### config.mk
export PLATFORM = sky130hd
export DESIGN_NAME = lob_div
export DESIGN_NICKNAME = d
export VERILOG_FILES = /design/src/hw/rtl/limit_order_book_core_assert.svh /design/src/hw/rtl/lob_div.sv
export SDC_FILE = /design/constraint.sdc
export NUM_CORES = 1
export LEC_CHECK = 0
export BUFFER_PORTS_ARGS = -buffer_cell sky130_fd_sc_hd__buf_2
export CORE_MARGIN = 2
export CORE_UTILIZATION = 52
export DETAILED_ROUTE_END_ITERATION = 12
export PLACE_DENSITY = 0.8
export SLEW_MARGIN = 20
export SYNTH_ARGS = -nofsm -noshare
export SYNTH_HDL_FRONTEND = slang
export SYNTH_SLANG_ARGS = --single-unit
### constraint.sdc
create_clock -name clk -period 4.2 [get_ports clk]
set_input_delay 0.63 -clock clk [delete_from_list [all_inputs] [get_ports clk]]
set_output_delay 0.63 -clock clk [all_outputs]
set_load 0.03 [all_outputs]
### src/hw/rtl/limit_order_book_core_assert.svh
// Assertion macros for the limit order book core.
// Included by the top level; needs clk and rst in scope where used.
`ifndef LIMIT_ORDER_BOOK_CORE_ASSERT_SVH
`define LIMIT_ORDER_BOOK_CORE_ASSERT_SVH
`ifndef NO_ASSERTIONS
// Check that pre implies post in the same cycle.
`define LOB_ASSERT_SAME(name, pre, post) \
  name: assert property (@(posedge clk) disable iff (rst) (pre) |-> (post)) \
    else $error("lob assertion failed");
// Check that pre implies post in the following cycle.
`define LOB_ASSERT_NEXT(name, pre, post) \
  name: assert property (@(posedge clk) disable iff (rst) (pre) |=> (post)) \
    else $error("lob assertion failed");
`else
`define LOB_ASSERT_SAME(name, pre, post)
`define LOB_ASSERT_NEXT(name, pre, post)
`endif
`endif

### src/hw/rtl/lob_div.sv
// Radix-2 restoring divider: 32-bit price by 16-bit tick, one bit a cycle.
// Standalone; used by limit_order_book_core for level index and tick check.
`timescale 1ns / 1ps
`default_nettype none
module lob_div (
  input  logic        clk,
  input  logic        rst,
  input  logic        start,
  input  logic [31:0] dividend,
  input  logic [15:0] divisor,
  output logic        done,
  output logic [31:0] quot,
  output logic [15:0] rem
);

  logic        active;
  logic [4:0]  cnt;
  logic [31:0] acc;
  logic [15:0] part;
  logic [16:0] trial;
  logic        fits;
  logic [15:0] part_next;

  // Trial subtract of the divisor from the shifted partial remainder
  always_comb begin
    trial     = {part, acc[31]};
    fits      = trial >= {1'b0, divisor};
    part_next = fits ? 16'(trial - {1'b0, divisor}) : trial[15:0];
  end

  // Shift one quotient bit in per cycle
  always_ff @(posedge clk) begin
    if (rst) begin
      active <= 1'b0;
      done   <= 1'b0;
      cnt    <= 5'd0;
    end else begin
      done <= 1'b0;
      if (start) begin
        active <= 1'b1;
        cnt    <= 5'd0;
        acc    <= dividend;
        part   <= 16'd0;
      end else if (active) begin
        part <= part_next;
        acc  <= {acc[30:0], fits};
        cnt  <= cnt + 5'd1;
        if (cnt == 5'd31) begin
          active <= 1'b0;
          done   <= 1'b1;
        end
      end
    end
  end

  assign quot = acc;
  assign rem  = part;

endmodule
`default_nettype wire

### Word level (Yosys, flattened, before mapping)

Index checks and enable logic that the tools add are counted.

| storage, ports and cells | value |
|---|---|
| register bits | 55 |
| input bits | 51 |
| word-level logic and storage cells | 23 |
| output and inout port bits | 49 |

| cells by class | value |
|---|---|
| equal/unequal tests | 1 |
| reduce and logical (&&, ||, !) cells | 4 |
| bitwise logic cells | 2 |
| mux-type cells | 8 |
| add/subtract/negate cells | 2 |
| $lt $le $gt $ge | 1 |

Operators by type and width:

| kind | number |
|---|---|
| $mux 32 | 2 |
| $mux 16 | 2 |
| $ge 17x16->1 | 1 |
| $sub 16x16->16 | 1 |
| $add 5x1->5 const B | 1 |
| $eq 5x5->1 const B | 1 |
| $mux 1 | 4 |
| $reduce_or 3->1 | 1 |
| $not 1->1 | 2 |
| $reduce_and 2->1 | 1 |
| $reduce_bool 2->1 | 1 |
| $reduce_or 2->1 | 1 |

### Longest topological paths before layout

Gate-level depths: netlist (run 1).

| depth | value |
|---|---|
| depth after elaboration | 4 |
| depth in mapped cells | 10 |
| gate-level depth less buffers | 10 |

### Worst setup path after synthesis (run 1)

OpenSTA, ideal clock, no wires.

| path | value |
|---|---|
| path type | input-to-reg |
| start point | input port start |
| end point | register acc[0], in the netlist quot[0], enable pin |
| data required time | 3.746 ns |
| arrival | 3.241 ns |
| buffers on the path | 2 |
| slack | 0.505 ns |
| stages on the path | 4 |
| library setup time | 0.454 ns |
| cells stage by stage | clkbuf_1 clkbuf_1 nor2_1 nor2_1 |

| between the ends | value |
|---|---|
| longest elaborated chain between the ends | 2 |

Ends and longest elaborated chain:

| item | line | RTL |
|---|---|---|
| start: declaration | lob_div.sv:8 | `input logic start,` |
| $reduce_bool 2->1 (no line) | - |  |
| $reduce_and 2->1 (no line) | - |  |
| end signal: assignment | lob_div.sv:42 | `acc <= dividend;` |
| end signal: assignment | lob_div.sv:46 | `acc <= {acc[30:0], fits};` |
| end: declaration | lob_div.sv:18 | `logic [31:0] acc;` |

Every way passes these cells.
A chain may end at the register's enable or synchronous reset.

### Worst setup path in the final report (run 1)

| path | value |
|---|---|
| start point | register part[1], in the netlist rem[1] |
| end point | register acc[0], in the netlist quot[0] (data pin) |

| between the ends | value |
|---|---|
| longest elaborated chain between the ends | 3 |

Ends and longest elaborated chain:

| item | line | RTL |
|---|---|---|
| start: declaration | lob_div.sv:19 | `logic [15:0] part;` |
| start signal: assignment | lob_div.sv:45 | `part <= part_next;` |
| $ge 17x16->1 | lob_div.sv:27 | `fits = trial >= {1'b0, divisor};` |
| $mux 32 | lob_div.sv:44 | `end else if (active) begin` |
| $mux 32 | lob_div.sv:39 | `if (start) begin` |

Every way passes these cells. The select of a mux whose other input is x is not followed.

==> metrics.txt, run 1 <==
# TYPE chip_impl_metric gauge
chip_impl_metric{name="yosysUniqueCellTypes",unit=""} 47
chip_impl_metric{name="cellPowerDensity",unit="mW/mm2"} 374.0
chip_impl_metric{name="vdd.ir_drop.worst",unit="mV"} 0.2127
chip_impl_metric{name="synth_top_cell_area_share",unit=""} 0.4462
chip_impl_metric{name="design.final.nets",unit=""} 447
chip_impl_metric{name="final.period_utilization",unit=""} 0.6076
chip_impl_info{name="setup_repair_after_global_routing_missed_its_margin",value="no"} 1
chip_impl_info{name="clk_root_buffer_cell",value="clkbuf_8"} 1
chip_impl_metric{name="synthesis.nets",unit=""} 351
chip_impl_metric{name="fp.dieW",unit="um"} 82.82
chip_impl_metric{name="fmax",unit="GHz"} 0.3918
chip_impl_metric{name="cts_resizes",unit=""} 0
chip_impl_metric{name="postSynth.asyncResetShare",unit=""} 0
chip_impl_metric{name="avgRoutedWirePerCell",unit="um"} 14.56
chip_impl_metric{name="total_routing_usage_reported_by_global_routing",unit=""} 0.1966
chip_impl_info{name="synth.largest_area_cell",value="edfxtp_1"} 1
chip_impl_info{name="min_from",value="cnt[4]"} 1
chip_impl_metric{name="drc",unit=""} 0
chip_impl_metric{name="syn_avg_cell_area",unit="um2"} 11.50
chip_impl_info{name="timing.critical_path.from_type",value="register"} 1
chip_impl_metric{name="finalCriticalPeriod",unit="ps"} 2552
chip_impl_metric{name="post_route_cells_drive_above_1_share",unit=""} 0.3995
chip_impl_metric{name="setup_violations",unit=""} 0
chip_impl_metric{name="drt_first_pass_iters",unit=""} 4
chip_impl_metric{name="detailed_place_hpwl",unit="mm"} 4.939
chip_impl_metric{name="floorplan.rows",unit=""} 28
chip_impl_metric{name="leakage",unit="uW"} 0.001751
chip_impl_metric{name="clk_pin_slew",unit="ps"} 100
chip_impl_metric{name="critPathRequiredTime",unit="ps"} 4270
chip_impl_info{name="outcome",value="completed"} 1
chip_impl_info{name="ys_dominant_reg_cell",value="edfxtp_1"} 1
chip_impl_metric{name="io_buffer_count",unit=""} 99
chip_impl_metric{name="via_count",unit=""} 2446
chip_impl_metric{name="yosysSeqAreaShare",unit=""} 0.4895
chip_impl_info{name="ys_top_cells_by_area",value="edfxtp_1, mux2_2, ha_1, dfxtp_1, nor2_1"} 1
chip_impl_metric{name="die_height",unit="um"} 82.82
chip_impl_info{name="critical_path_class",value="reg -> reg"} 1
chip_impl_metric{name="htreeDepth",unit=""} 2
chip_impl_metric{name="relSlewSlack",unit=""} 0.5998
chip_impl_metric{name="post_cts_hold_fix_bufs",unit=""} 0
chip_impl_metric{name="worst_ep_arrival_time",unit="ps"} 2620
chip_impl_metric{name="crit_fanout",unit=""} 22
chip_impl_metric{name="tightestPinTransition",unit="ps"} 600.3
chip_impl_metric{name="n_antenna_cell",unit=""} 0
chip_impl_info{name="post_synth_most_frequent_cells",value="edfxtp_1, mux2_2, nor2_1"} 1
chip_impl_metric{name="number_of_buffers_created_by_cts",unit=""} 5
chip_impl_metric{name="rrSetupSlack",unit="ps"} 1650
chip_impl_metric{name="grt_antenna_before_repair",unit=""} 0
chip_impl_metric{name="drt_iter0_markers",unit=""} 60
chip_impl_metric{name="synth_edf_count",unit=""} 48
chip_impl_metric{name="ant_nets",unit=""} 0
chip_impl_metric{name="cts.sink_count",unit=""} 55
chip_impl_info{name="yosysMostFrequentCell",value="edfxtp_1"} 1
chip_impl_info{name="hp_class",value="reg -> reg"} 1
chip_impl_info{name="cts_tree",value="done"} 1
chip_impl_metric{name="mappedNetlistArea",unit="mm2"} 0.003231
chip_impl_info{name="cp-end-kind",value="register"} 1
chip_impl_metric{name="top_level_ports",unit=""} 100
chip_impl_metric{name="post_cts_setup_bufs",unit=""} 0
chip_impl_metric{name="area_growth_syn_to_layout",unit="%"} 20.64
chip_impl_metric{name="non_filler_cell_area_final",unit="mm2"} 0.003897
chip_impl_metric{name="die-area",unit="mm2"} 0.006859
chip_impl_metric{name="cap_violations",unit=""} 0
chip_impl_metric{name="route.final.wire_length",unit="mm"} 6.596
chip_impl_metric{name="gp_congestion",unit=""} 0.8500
chip_impl_metric{name="vias_in_the_first_global_route",unit=""} 2511
chip_impl_metric{name="clk_path_buf_depth",unit=""} 2
chip_impl_metric{name="cell_count_after_synthesis",unit=""} 281
chip_impl_metric{name="ratio_of_routed_vias_to_standard_cells",unit=""} 5.400
chip_impl_metric{name="wire_length_of_the_first_global_routing_pass",unit="mm"} 11.18
chip_impl_info{name="reg2reg_from",value="rem[1]"} 1
chip_impl_metric{name="setup-tns-final",unit="ps"} 0
chip_impl_metric{name="grt_start_max_net_pins",unit=""} 51
chip_impl_metric{name="holdWs",unit="ps"} 514.1
chip_impl_metric{name="drv_slew",unit=""} 0
chip_impl_info{name="worst_setup_path_startpoint",value="rem[1]"} 1
chip_impl_metric{name="post_detailed_placement_cell_area",unit="mm2"} 0.003786
chip_impl_metric{name="globalRoute.totalOverflow",unit=""} 0
chip_impl_metric{name="initial_core_util",unit=""} 0.5424
chip_impl_metric{name="finClkSkew",unit="ps"} 6.984
chip_impl_metric{name="total_power",unit="uW"} 1458
chip_impl_metric{name="clock_latency",unit="ps"} 300
chip_impl_metric{name="yosys_register_bits",unit=""} 55
chip_impl_metric{name="core",unit="mm2"} 0.005956
chip_impl_metric{name="hold_viol_final",unit=""} 0
chip_impl_metric{name="synthesis.yosys.warnings",unit=""} 0
[worst max-delay path, cell delays in order, from the launching register on]
cell      delay (ps)
edfxtp_1         440
ha_1             370
o211ai_2         170
a21oi_2           70
o41ai_2          360
o311ai_1         180
a21o_2           400
mux2_2           330
[cells by family after synthesis]
family                     after synthesis  share of synthesized area
DFF                                     55                     0.4895
xor gates and xnor gates                14                    0.03795
muxes                                   42                     0.1425
adders and majority gates               19                    0.07591
AOI/OAI and AO/OA                       54                     0.1216
and+or+nand+nor                         64                    0.08947
buffers and inverters                   33                    0.04299
[registers in the layout (all words and copies together) (netlist names)]
name and count:
cnt 5, done 1, rem 16, quot 32, active 1
[layer usage]
layer / global-route usage / wire (um) / vias up
met3: 0.04175 / 340 / 4
li1: - / - / 1221
met5: 0 / 0 / -
met1: 0.2427 / 2897 / 1153
met2: 0.3424 / 3320 / 68
met4: 0.06557 / 38 / 0
[cell type report]
type,count,area [um2]
clock inverter,3,42.54
tap,75,93.84
inverter,20,75.07
multi-input combinational,193,1518
fill,476,2058
sequential,55,1582
clock buffer,5,68.82
timing repair buffer,102,518.0
[metrics by stage]
stage / instances / utilization / setup WS (ps)
global placement: 445 / 0.6357 / 1369
global route: 453 / 0.6544 / 1360
CTS: 453 / 0.6544 / 1632
finish: 453 / 0.6544 / 1648
detailed placement: 445 / 0.6357 / 1307
floorplan: 281 / - / 505.3
[layout by cell type (no fill, tap or decap), drive strengths merged, types with 2 or more instances in the layout]
| cell type | synthesis | layout |
|---|---|---|
| a211oi | 6 | 6 |
| xnor2 | 10 | 10 |
| a31oi | 2 | 2 |
| a21oi | 13 | 13 |
| nor2 | 27 | 27 |
| inv | 20 | 21 |
| clkbuf | 11 | 5 |
| mux2i | 10 | 10 |
| xor2 | 4 | 4 |
| buf | 2 | 102 |
| nand4 | 4 | 4 |
| a21o | 8 | 8 |
| ha | 18 | 18 |
| nand3 | 4 | 4 |
| mux2 | 32 | 32 |
| nand2 | 17 | 17 |
| dfxtp | 7 | 7 |
| nand2b | 2 | 2 |
| nor3 | 2 | 2 |
| nor2b | 2 | 2 |
| o21ai | 7 | 7 |
| o211ai | 2 | 2 |
| o21a | 5 | 5 |
| edfxtp | 48 | 48 |
[where the power goes]
group / total, uW / internal, uW / leakage (uW) / switching (uW)
logic: 428 / 176 / 0.00118 / 252
registers: 673 / 647 / 0.000518 / 25.5
clock network: 356 / 178 / 0.0000562 / 178
[path summary, 6_finish.rpt]
path / endpoint / cells after the start
setup reg to reg: quot[0] / 7
hold reg to reg: cnt[4] / 2
hold / removal: cnt[4] / 2
setup / recovery: quot[0] / 7
(Power assumes the default switching activity.)
==> inputs of run 2 (changes only) <==
Settings changed: CORE_UTILIZATION 52 to 47, PLACE_DENSITY 0.8 to 0.76.
Clock period 4.2 ns to 2.2 ns, I/O delays scaled along.
==> run 2 against run 1 <==
Net effect:
- the run now ends with negative setup slack left
- via count increased by 16%
- sequential power increased by 90%
- largest power group unchanged
- register-to-register slack got worse by 1900 ps
- critical path depth increased by 2
- clock skew decreased by 2.0 ps
- combinational power increased to 2.7 times the previous value
- worst setup slack got worse by 1900 ps
- cell area increased by 18%
- non-clock buffer count increased by 58
- critical path type unchanged
==> metrics.txt, run 2 (same netlist as run 1, synthesis figures left out) <==
# TYPE chip_impl_metric gauge
chip_impl_metric{name="grt_start_max_net_pins",unit=""} 25
chip_impl_info{name="cts_tree",value="done"} 1
chip_impl_metric{name="htreeDepth",unit=""} 2
chip_impl_metric{name="area_growth_syn_to_layout",unit="%"} 42.18
chip_impl_metric{name="holdWs",unit="ps"} 249.6
chip_impl_metric{name="cap_violations",unit=""} 0
chip_impl_metric{name="drv_slew",unit=""} 0
chip_impl_metric{name="die-area",unit="mm2"} 0.007552
chip_impl_info{name="outcome",value="finished, violations left"} 1
chip_impl_info{name="hp_class",value="in -> reg"} 1
chip_impl_metric{name="route.final.wire_length",unit="mm"} 8.414
chip_impl_info{name="cp-end-kind",value="register"} 1
chip_impl_metric{name="finClkSkew",unit="ps"} 4.971
chip_impl_metric{name="top_level_ports",unit=""} 100
chip_impl_info{name="mostFrequentLayoutCell",value="buf_2"} 1
chip_impl_metric{name="place.detailed.instances",unit=""} 497
chip_impl_metric{name="die_height",unit="um"} 86.91
chip_impl_metric{name="clock_latency",unit="ps"} 300
chip_impl_metric{name="cellPowerDensity",unit="mW/mm2"} 683.5
chip_impl_metric{name="total_routing_usage_reported_by_global_routing",unit=""} 0.2127
chip_impl_metric{name="ratio_of_routed_vias_to_standard_cells",unit=""} 5.494
chip_impl_metric{name="setup_violations",unit=""} 17
chip_impl_metric{name="hold_depth",unit=""} 2
chip_impl_info{name="timing.critical_path.from_type",value="register"} 1
chip_impl_metric{name="detailed_place_hpwl",unit="mm"} 5.814
chip_impl_metric{name="finalCriticalPeriod",unit="ps"} 2421
chip_impl_metric{name="drt_first_pass_iters",unit=""} 4
chip_impl_metric{name="wire_length_of_the_first_global_routing_pass",unit="mm"} 12.71
chip_impl_metric{name="final.period_utilization",unit=""} 1.100
chip_impl_metric{name="leakage",unit="uW"} 0.002059
chip_impl_metric{name="vdd.ir_drop.worst",unit="mV"} 0.4998
chip_impl_metric{name="worst_ep_arrival_time",unit="ps"} 2480
chip_impl_metric{name="n_antenna_cell",unit=""} 0
chip_impl_metric{name="finalCoreUtilization",unit=""} 0.6836
chip_impl_metric{name="clk_pin_slew",unit="ps"} 100
chip_impl_metric{name="relSlewSlack",unit=""} 0.6533
chip_impl_metric{name="fp.dieW",unit="um"} 86.91
chip_impl_metric{name="design.final.nets",unit=""} 505
chip_impl_metric{name="initial_core_util",unit=""} 0.4808
chip_impl_metric{name="total_power",unit="uW"} 3140
chip_impl_metric{name="via_count",unit=""} 2835
chip_impl_metric{name="grt_antenna_before_repair",unit=""} 0
chip_impl_metric{name="r2r_cells",unit=""} 9
chip_impl_metric{name="floorplan.rows",unit=""} 30
chip_impl_metric{name="gp_congestion",unit=""} 0.8801
chip_impl_metric{name="rrSetupSlack",unit="ps"} -220
chip_impl_metric{name="post_route_cells_drive_above_1_share",unit=""} 0.5482
chip_impl_metric{name="cts.sink_count",unit=""} 55
chip_impl_info{name="critical_path_class",value="reg -> reg"} 1
chip_impl_metric{name="final_cell_count_no_fill",unit=""} 516
chip_impl_metric{name="drt_iter0_markers",unit=""} 122
chip_impl_metric{name="tightestPinTransition",unit="ps"} 514.6
chip_impl_info{name="clk_root_buffer_cell",value="clkbuf_8"} 1
chip_impl_metric{name="number_of_buffers_created_by_cts",unit=""} 5
chip_impl_metric{name="drc",unit=""} 0
chip_impl_metric{name="io_buffer_count",unit=""} 99
chip_impl_metric{name="setup-tns-final",unit="ps"} -3017
chip_impl_info{name="setup_repair_after_global_routing_missed_its_margin",value="yes"} 1
chip_impl_metric{name="clk_path_buf_depth",unit=""} 2
chip_impl_metric{name="hold_viol_final",unit=""} 0
chip_impl_metric{name="vias_in_the_first_global_route",unit=""} 2819
chip_impl_info{name="commonest_non_fill_non_tap_cells_in_the_layout",value="buf_2, buf_4, edfxtp_1"} 1
chip_impl_metric{name="core",unit="mm2"} 0.006719
chip_impl_metric{name="largest_register_ff_count",unit=""} 32
chip_impl_metric{name="globalRoute.totalOverflow",unit=""} 0
chip_impl_metric{name="post-route-worst-setup-slack",unit="ps"} -220.7
chip_impl_metric{name="avgRoutedWirePerCell",unit="um"} 16.31
chip_impl_metric{name="critPathRequiredTime",unit="ps"} 2260
chip_impl_metric{name="crit_fanout",unit=""} 9
chip_impl_metric{name="ant_nets",unit=""} 0
chip_impl_metric{name="fmax",unit="GHz"} 0.4131
chip_impl_info{name="failed_checks",value="negative setup slack"} 1
## run 2: cell count changes in the layout (fill, tap and decap cells not counted), moves of 3 or more
cell     delta
a21oi_1     -5
buf_4      +55
nor2_1      -4
nor2_4      +3
ha_1        -7
a21oi_2     +4
ha_4        +6
## run 2: final timing paths
check,startpoint,to
worst min register to register,cnt[4],cnt[4]
worst min-delay path,rst,active
worst max-delay path,rem[0],rem[11]
worst max register to register,rem[0],rem[11]
## run 2: where the power goes
part | leakage (uW) | switching [uW] | total (uW) | internal [uW]
logic | 0.00148 | 625 | 1170 | 547
clock network | 0.0000581 | 344 | 684 | 340
registers | 0.000518 | 47.8 | 1280 | 1240
## run 2: final cells by class
cell class | instances | area (um2)
fill | 501 | 2126
multi-input combinational | 193 | 1750
sequential | 55 | 1582
timing repair buffer | 160 | 973.4
tap | 80 | 100.1
inverter | 20 | 75.07
clock buffer | 5 | 68.82
clock inverter | 3 | 43.79
## run 2: what timing repair did
item                       4_1_cts  5_1_grt
pin swaps                        9       17
hold buffers                     0        0
gates resized for setup         19       14
setup endpoints to repair       17       17
setup buffers                    7        6
## run 2: worst max-delay path: stages, from the launching register on
cell      delay, ps
edfxtp_1        450
ha_4            250
or2b_1          220
a21oi_4          90
o41ai_4         360
o311ai_2        180
a21o_2          270
buf_12          160
mux2i_1         150
nor2_1           50
## run 2: metrics by stage
| stage | area (um2) | setup WS [ps] |
|---|---|---|
| floorplan | 3311 | -236.1 |
| global placement | 4230 | -185.4 |
| detailed placement | 4230 | -233.5 |
| CTS | 4482 | -163.9 |
| global route | 4593 | -332.1 |
| finish | 4593 | -220.7 |
## run 2: routing by layer
metal / wire, um / track usage
met3: 581 / 0.04834
met5: 0 / 0
met1: 3350 / 0.2500
met2: 4259 / 0.3782
met4: 223 / 0.07670
==> inputs of run 3 (changes only) <==
Settings changed: CORE_ASPECT_RATIO set to 0.75.
==> run 3 against run 2 <==
Net effect:
- the run still ends with negative setup slack left
- sequential share of layout area grew 0.69 points
- cell count rose by 1.4%
- maximum frequency increased by 0.37%
- flip-flop and latch count unchanged
- clock power up 2%
- worst setup slack improved by 9.0 ps
- cell area is 2.0% lower
- die area hardly changed
- core utilization is 1.5 points lower
- non-clock buffer count is 3 higher
- critical endpoint is now quot[0]
==> metrics.txt, run 3 (same netlist as run 1, synthesis figures left out) <==
# TYPE chip_impl_metric gauge
chip_impl_info{name="outcome",value="finished, violations left"} 1
chip_impl_info{name="failed_checks",value="negative setup slack"} 1
chip_impl_metric{name="worst_ep_arrival_time",unit="ps"} 2470
chip_impl_metric{name="clk_pin_slew",unit="ps"} 110
chip_impl_info{name="clk_root_buffer_cell",value="clkbuf_8"} 1
chip_impl_info{name="worst_setup_path_startpoint",value="rem[0]"} 1
chip_impl_metric{name="regArea",unit="mm2"} 0.001582
chip_impl_metric{name="final.period_utilization",unit=""} 1.096
chip_impl_metric{name="die-area",unit="mm2"} 0.007560
chip_impl_metric{name="wire_length_of_the_first_global_routing_pass",unit="mm"} 12.05
chip_impl_metric{name="rrSetupSlack",unit="ps"} -210
chip_impl_metric{name="number_of_buffers_created_by_cts",unit=""} 5
chip_impl_metric{name="htreeDepth",unit=""} 2
chip_impl_metric{name="ant_nets",unit=""} 0
chip_impl_info{name="worstPathCellList",value="ha_1 -> or2b_1 -> a21oi_2 -> o41ai_4 -> o311ai_2 -> a21o_2 -> buf_4 -> mux2_2"} 1
chip_impl_metric{name="floorplan.rows",unit=""} 26
chip_impl_metric{name="core",unit="mm2"} 0.006734
chip_impl_metric{name="drt_first_pass_iters",unit=""} 4
chip_impl_metric{name="cap_violations",unit=""} 0
chip_impl_metric{name="via_count",unit=""} 2675
chip_impl_metric{name="initial_core_util",unit=""} 0.4797
chip_impl_metric{name="cp.buffers_inverters",unit=""} 1
chip_impl_metric{name="clk_path_buf_depth",unit=""} 2
chip_impl_metric{name="finClkSkew",unit="ps"} 10.72
chip_impl_info{name="reg2reg_from",value="rem[0]"} 1
chip_impl_metric{name="cellPowerDensity",unit="mW/mm2"} 682.7
chip_impl_metric{name="clock_latency",unit="ps"} 310
chip_impl_info{name="hp_class",value="in -> reg"} 1
chip_impl_metric{name="r2r_cells",unit=""} 8
chip_impl_info{name="worst_path_dominant_cell_family",value="compound AO/OA/AOI/OAI gates"} 1
chip_impl_metric{name="hold_depth",unit=""} 2
chip_impl_metric{name="place.detailed.instances",unit=""} 512
chip_impl_metric{name="finalCriticalPeriod",unit="ps"} 2412
chip_impl_info{name="critical_path_class",value="reg -> reg"} 1
chip_impl_metric{name="fmax",unit="GHz"} 0.4146
chip_impl_metric{name="setup_violations",unit=""} 17
chip_impl_metric{name="post_detailed_placement_cell_area",unit="mm2"} 0.004318
chip_impl_metric{name="ratio_of_routed_vias_to_standard_cells",unit=""} 5.115
chip_impl_metric{name="crit_fanout",unit=""} 5
chip_impl_info{name="worst_path_cell_with_the_longest_stage_delay",value="edfxtp_1"} 1
chip_impl_metric{name="leakage",unit="uW"} 0.002049
chip_impl_metric{name="detailed_place_hpwl",unit="mm"} 6.026
chip_impl_metric{name="drt_iter0_markers",unit=""} 120
chip_impl_metric{name="globalRoute.totalOverflow",unit=""} 0
chip_impl_metric{name="critical_path.max_stage_delay",unit="ps"} 440
chip_impl_metric{name="top_level_ports",unit=""} 100
chip_impl_metric{name="final_cell_count_no_fill",unit=""} 523
chip_impl_info{name="commonest_non_fill_non_tap_cells_in_the_layout",value="buf_2, buf_4, edfxtp_1"} 1
chip_impl_metric{name="layout.filler_cells",unit=""} 502
chip_impl_metric{name="relSlewSlack",unit=""} 0.7376
chip_impl_metric{name="n_antenna_cell",unit=""} 0
chip_impl_metric{name="total_routing_usage_reported_by_global_routing",unit=""} 0.2018
chip_impl_metric{name="tightestPinTransition",unit="ps"} 393.6
chip_impl_metric{name="total_power",unit="uW"} 3074
chip_impl_info{name="r2r-end",value="quot[0]"} 1
chip_impl_metric{name="post-route-worst-setup-slack",unit="ps"} -211.8
chip_impl_metric{name="pre_cts_slack",unit="ps"} -218.4
chip_impl_metric{name="die_height",unit="um"} 75.80
chip_impl_metric{name="drc",unit=""} 0
chip_impl_metric{name="vias_in_the_first_global_route",unit=""} 2558
chip_impl_info{name="whs_endpoint",value="active"} 1
chip_impl_metric{name="finalCoreUtilization",unit=""} 0.6687
chip_impl_metric{name="drv_slew",unit=""} 0
chip_impl_info{name="min_from",value="rst"} 1
chip_impl_metric{name="io_buffer_count",unit=""} 99
chip_impl_metric{name="route.final.wire_length",unit="mm"} 7.897
chip_impl_metric{name="area_growth_syn_to_layout",unit="%"} 39.39
chip_impl_metric{name="fp.dieW",unit="um"} 99.74
chip_impl_metric{name="largest_register_ff_count",unit=""} 32
chip_impl_metric{name="critPathRequiredTime",unit="ps"} 2260
chip_impl_metric{name="grt_start_max_net_pins",unit=""} 32
chip_impl_info{name="cp-end-kind",value="register"} 1
chip_impl_info{name="timing.critical_path.from_type",value="register"} 1
chip_impl_metric{name="design.final.nets",unit=""} 508
chip_impl_metric{name="post_route_cells_drive_above_1_share",unit=""} 0.5216
chip_impl_metric{name="multiInputGateArea",unit="mm2"} 0.001638
chip_impl_metric{name="cts.sink_count",unit=""} 55
chip_impl_metric{name="vdd.ir_drop.worst",unit="mV"} 0.3671
chip_impl_metric{name="grt_antenna_before_repair",unit=""} 0
chip_impl_metric{name="hold_viol_final",unit=""} 0
chip_impl_info{name="cts_tree",value="done"} 1
chip_impl_info{name="mostFrequentLayoutCell",value="buf_2"} 1
chip_impl_metric{name="gp_congestion",unit=""} 0.8317
chip_impl_metric{name="non_filler_cell_area_final",unit="mm2"} 0.004503
chip_impl_info{name="setup_repair_after_global_routing_missed_its_margin",value="yes"} 1
chip_impl_metric{name="avgRoutedWirePerCell",unit="um"} 15.10
-- run 3: cell count changes in the layout (fill, tap and decap cells not counted), sizes merged --
cell	before	now
clkinvlp	0	1
buf	160	163
clkinv	2	0
inv	20	21
-- run 3: what timing repair did --
item / in CTS / in global routing
buffers inserted: 0 / 3
hold endpoints to repair: 0 / 0
setup endpoints to repair: 17 / 17
pin swaps: 0 / 3
hold buffers: 0 / 0
resized for setup: 1 / 9
-- run 3: worst max path at each step --
| stage | end | slack, ps | cells after the start |
|---|---|---|---|
| finish | quot[0] | -210 | 8 |
| global route | quot[0] | -290 | 8 |
| CTS | quot[0] | -220 | 8 |
| detailed placement | quot[0] | -220 | 9 |
| global placement | rem[15] | -190 | 11 |
| floorplan | quot[0] | -240 | 8 |
-- run 3: cell type report --
| type | instances | share of cell area |
|---|---|---|
| multi-input combinational | 193 | 0.3637 |
| tap | 84 | 0.02334 |
| timing repair buffer | 163 | 0.2195 |
| inverter | 20 | 0.01667 |
| sequential | 55 | 0.3512 |
| clock inverter | 3 | 0.01028 |
| clock buffer | 5 | 0.01528 |
-- run 3: worst reg2reg max path, delay by kind of cell, from the launching register on --
kind | cells | cell delay (ps)
AOI/OAI and AO/OA | 4 | 790
buffers and inverters | 1 | 160
adders and majority gates | 1 | 320
muxes | 1 | 260
and+or+nand+nor | 1 | 200
DFF | 1 | 440
-- run 3: per-layer routing --
metal / track usage / vias to the layer above / share of wire
met5: 0 / - / 0
met4: 0.03957 / 0 / 0.0086
met3: 0.03761 / 6 / 0.044
met2: 0.3198 / 69 / 0.47
met1: 0.2949 / 1261 / 0.48
li1: - / 1339 / -
-- run 3: where the power goes --
part | switching (uW) | total, uW | leakage, uW | internal [uW]
clock network | 354 | 697 | 0.0000548 | 344
registers | 44.8 | 1280 | 0.000518 | 1240
logic | 577 | 1100 | 0.00148 | 520
total | 975 | 3070 | 0.00205 | 2100
-- run 3: through the flow --
step	setup TNS, ps	hold WS, ps
3_3_place_gp	-2136	480.5
2_1_floorplan	-2590	409.3
5_1_grt	-3844	245.3
6_report	-2453	236.1
3_5_place_dp	-2694	491.8
4_1_cts	-2729	227.8
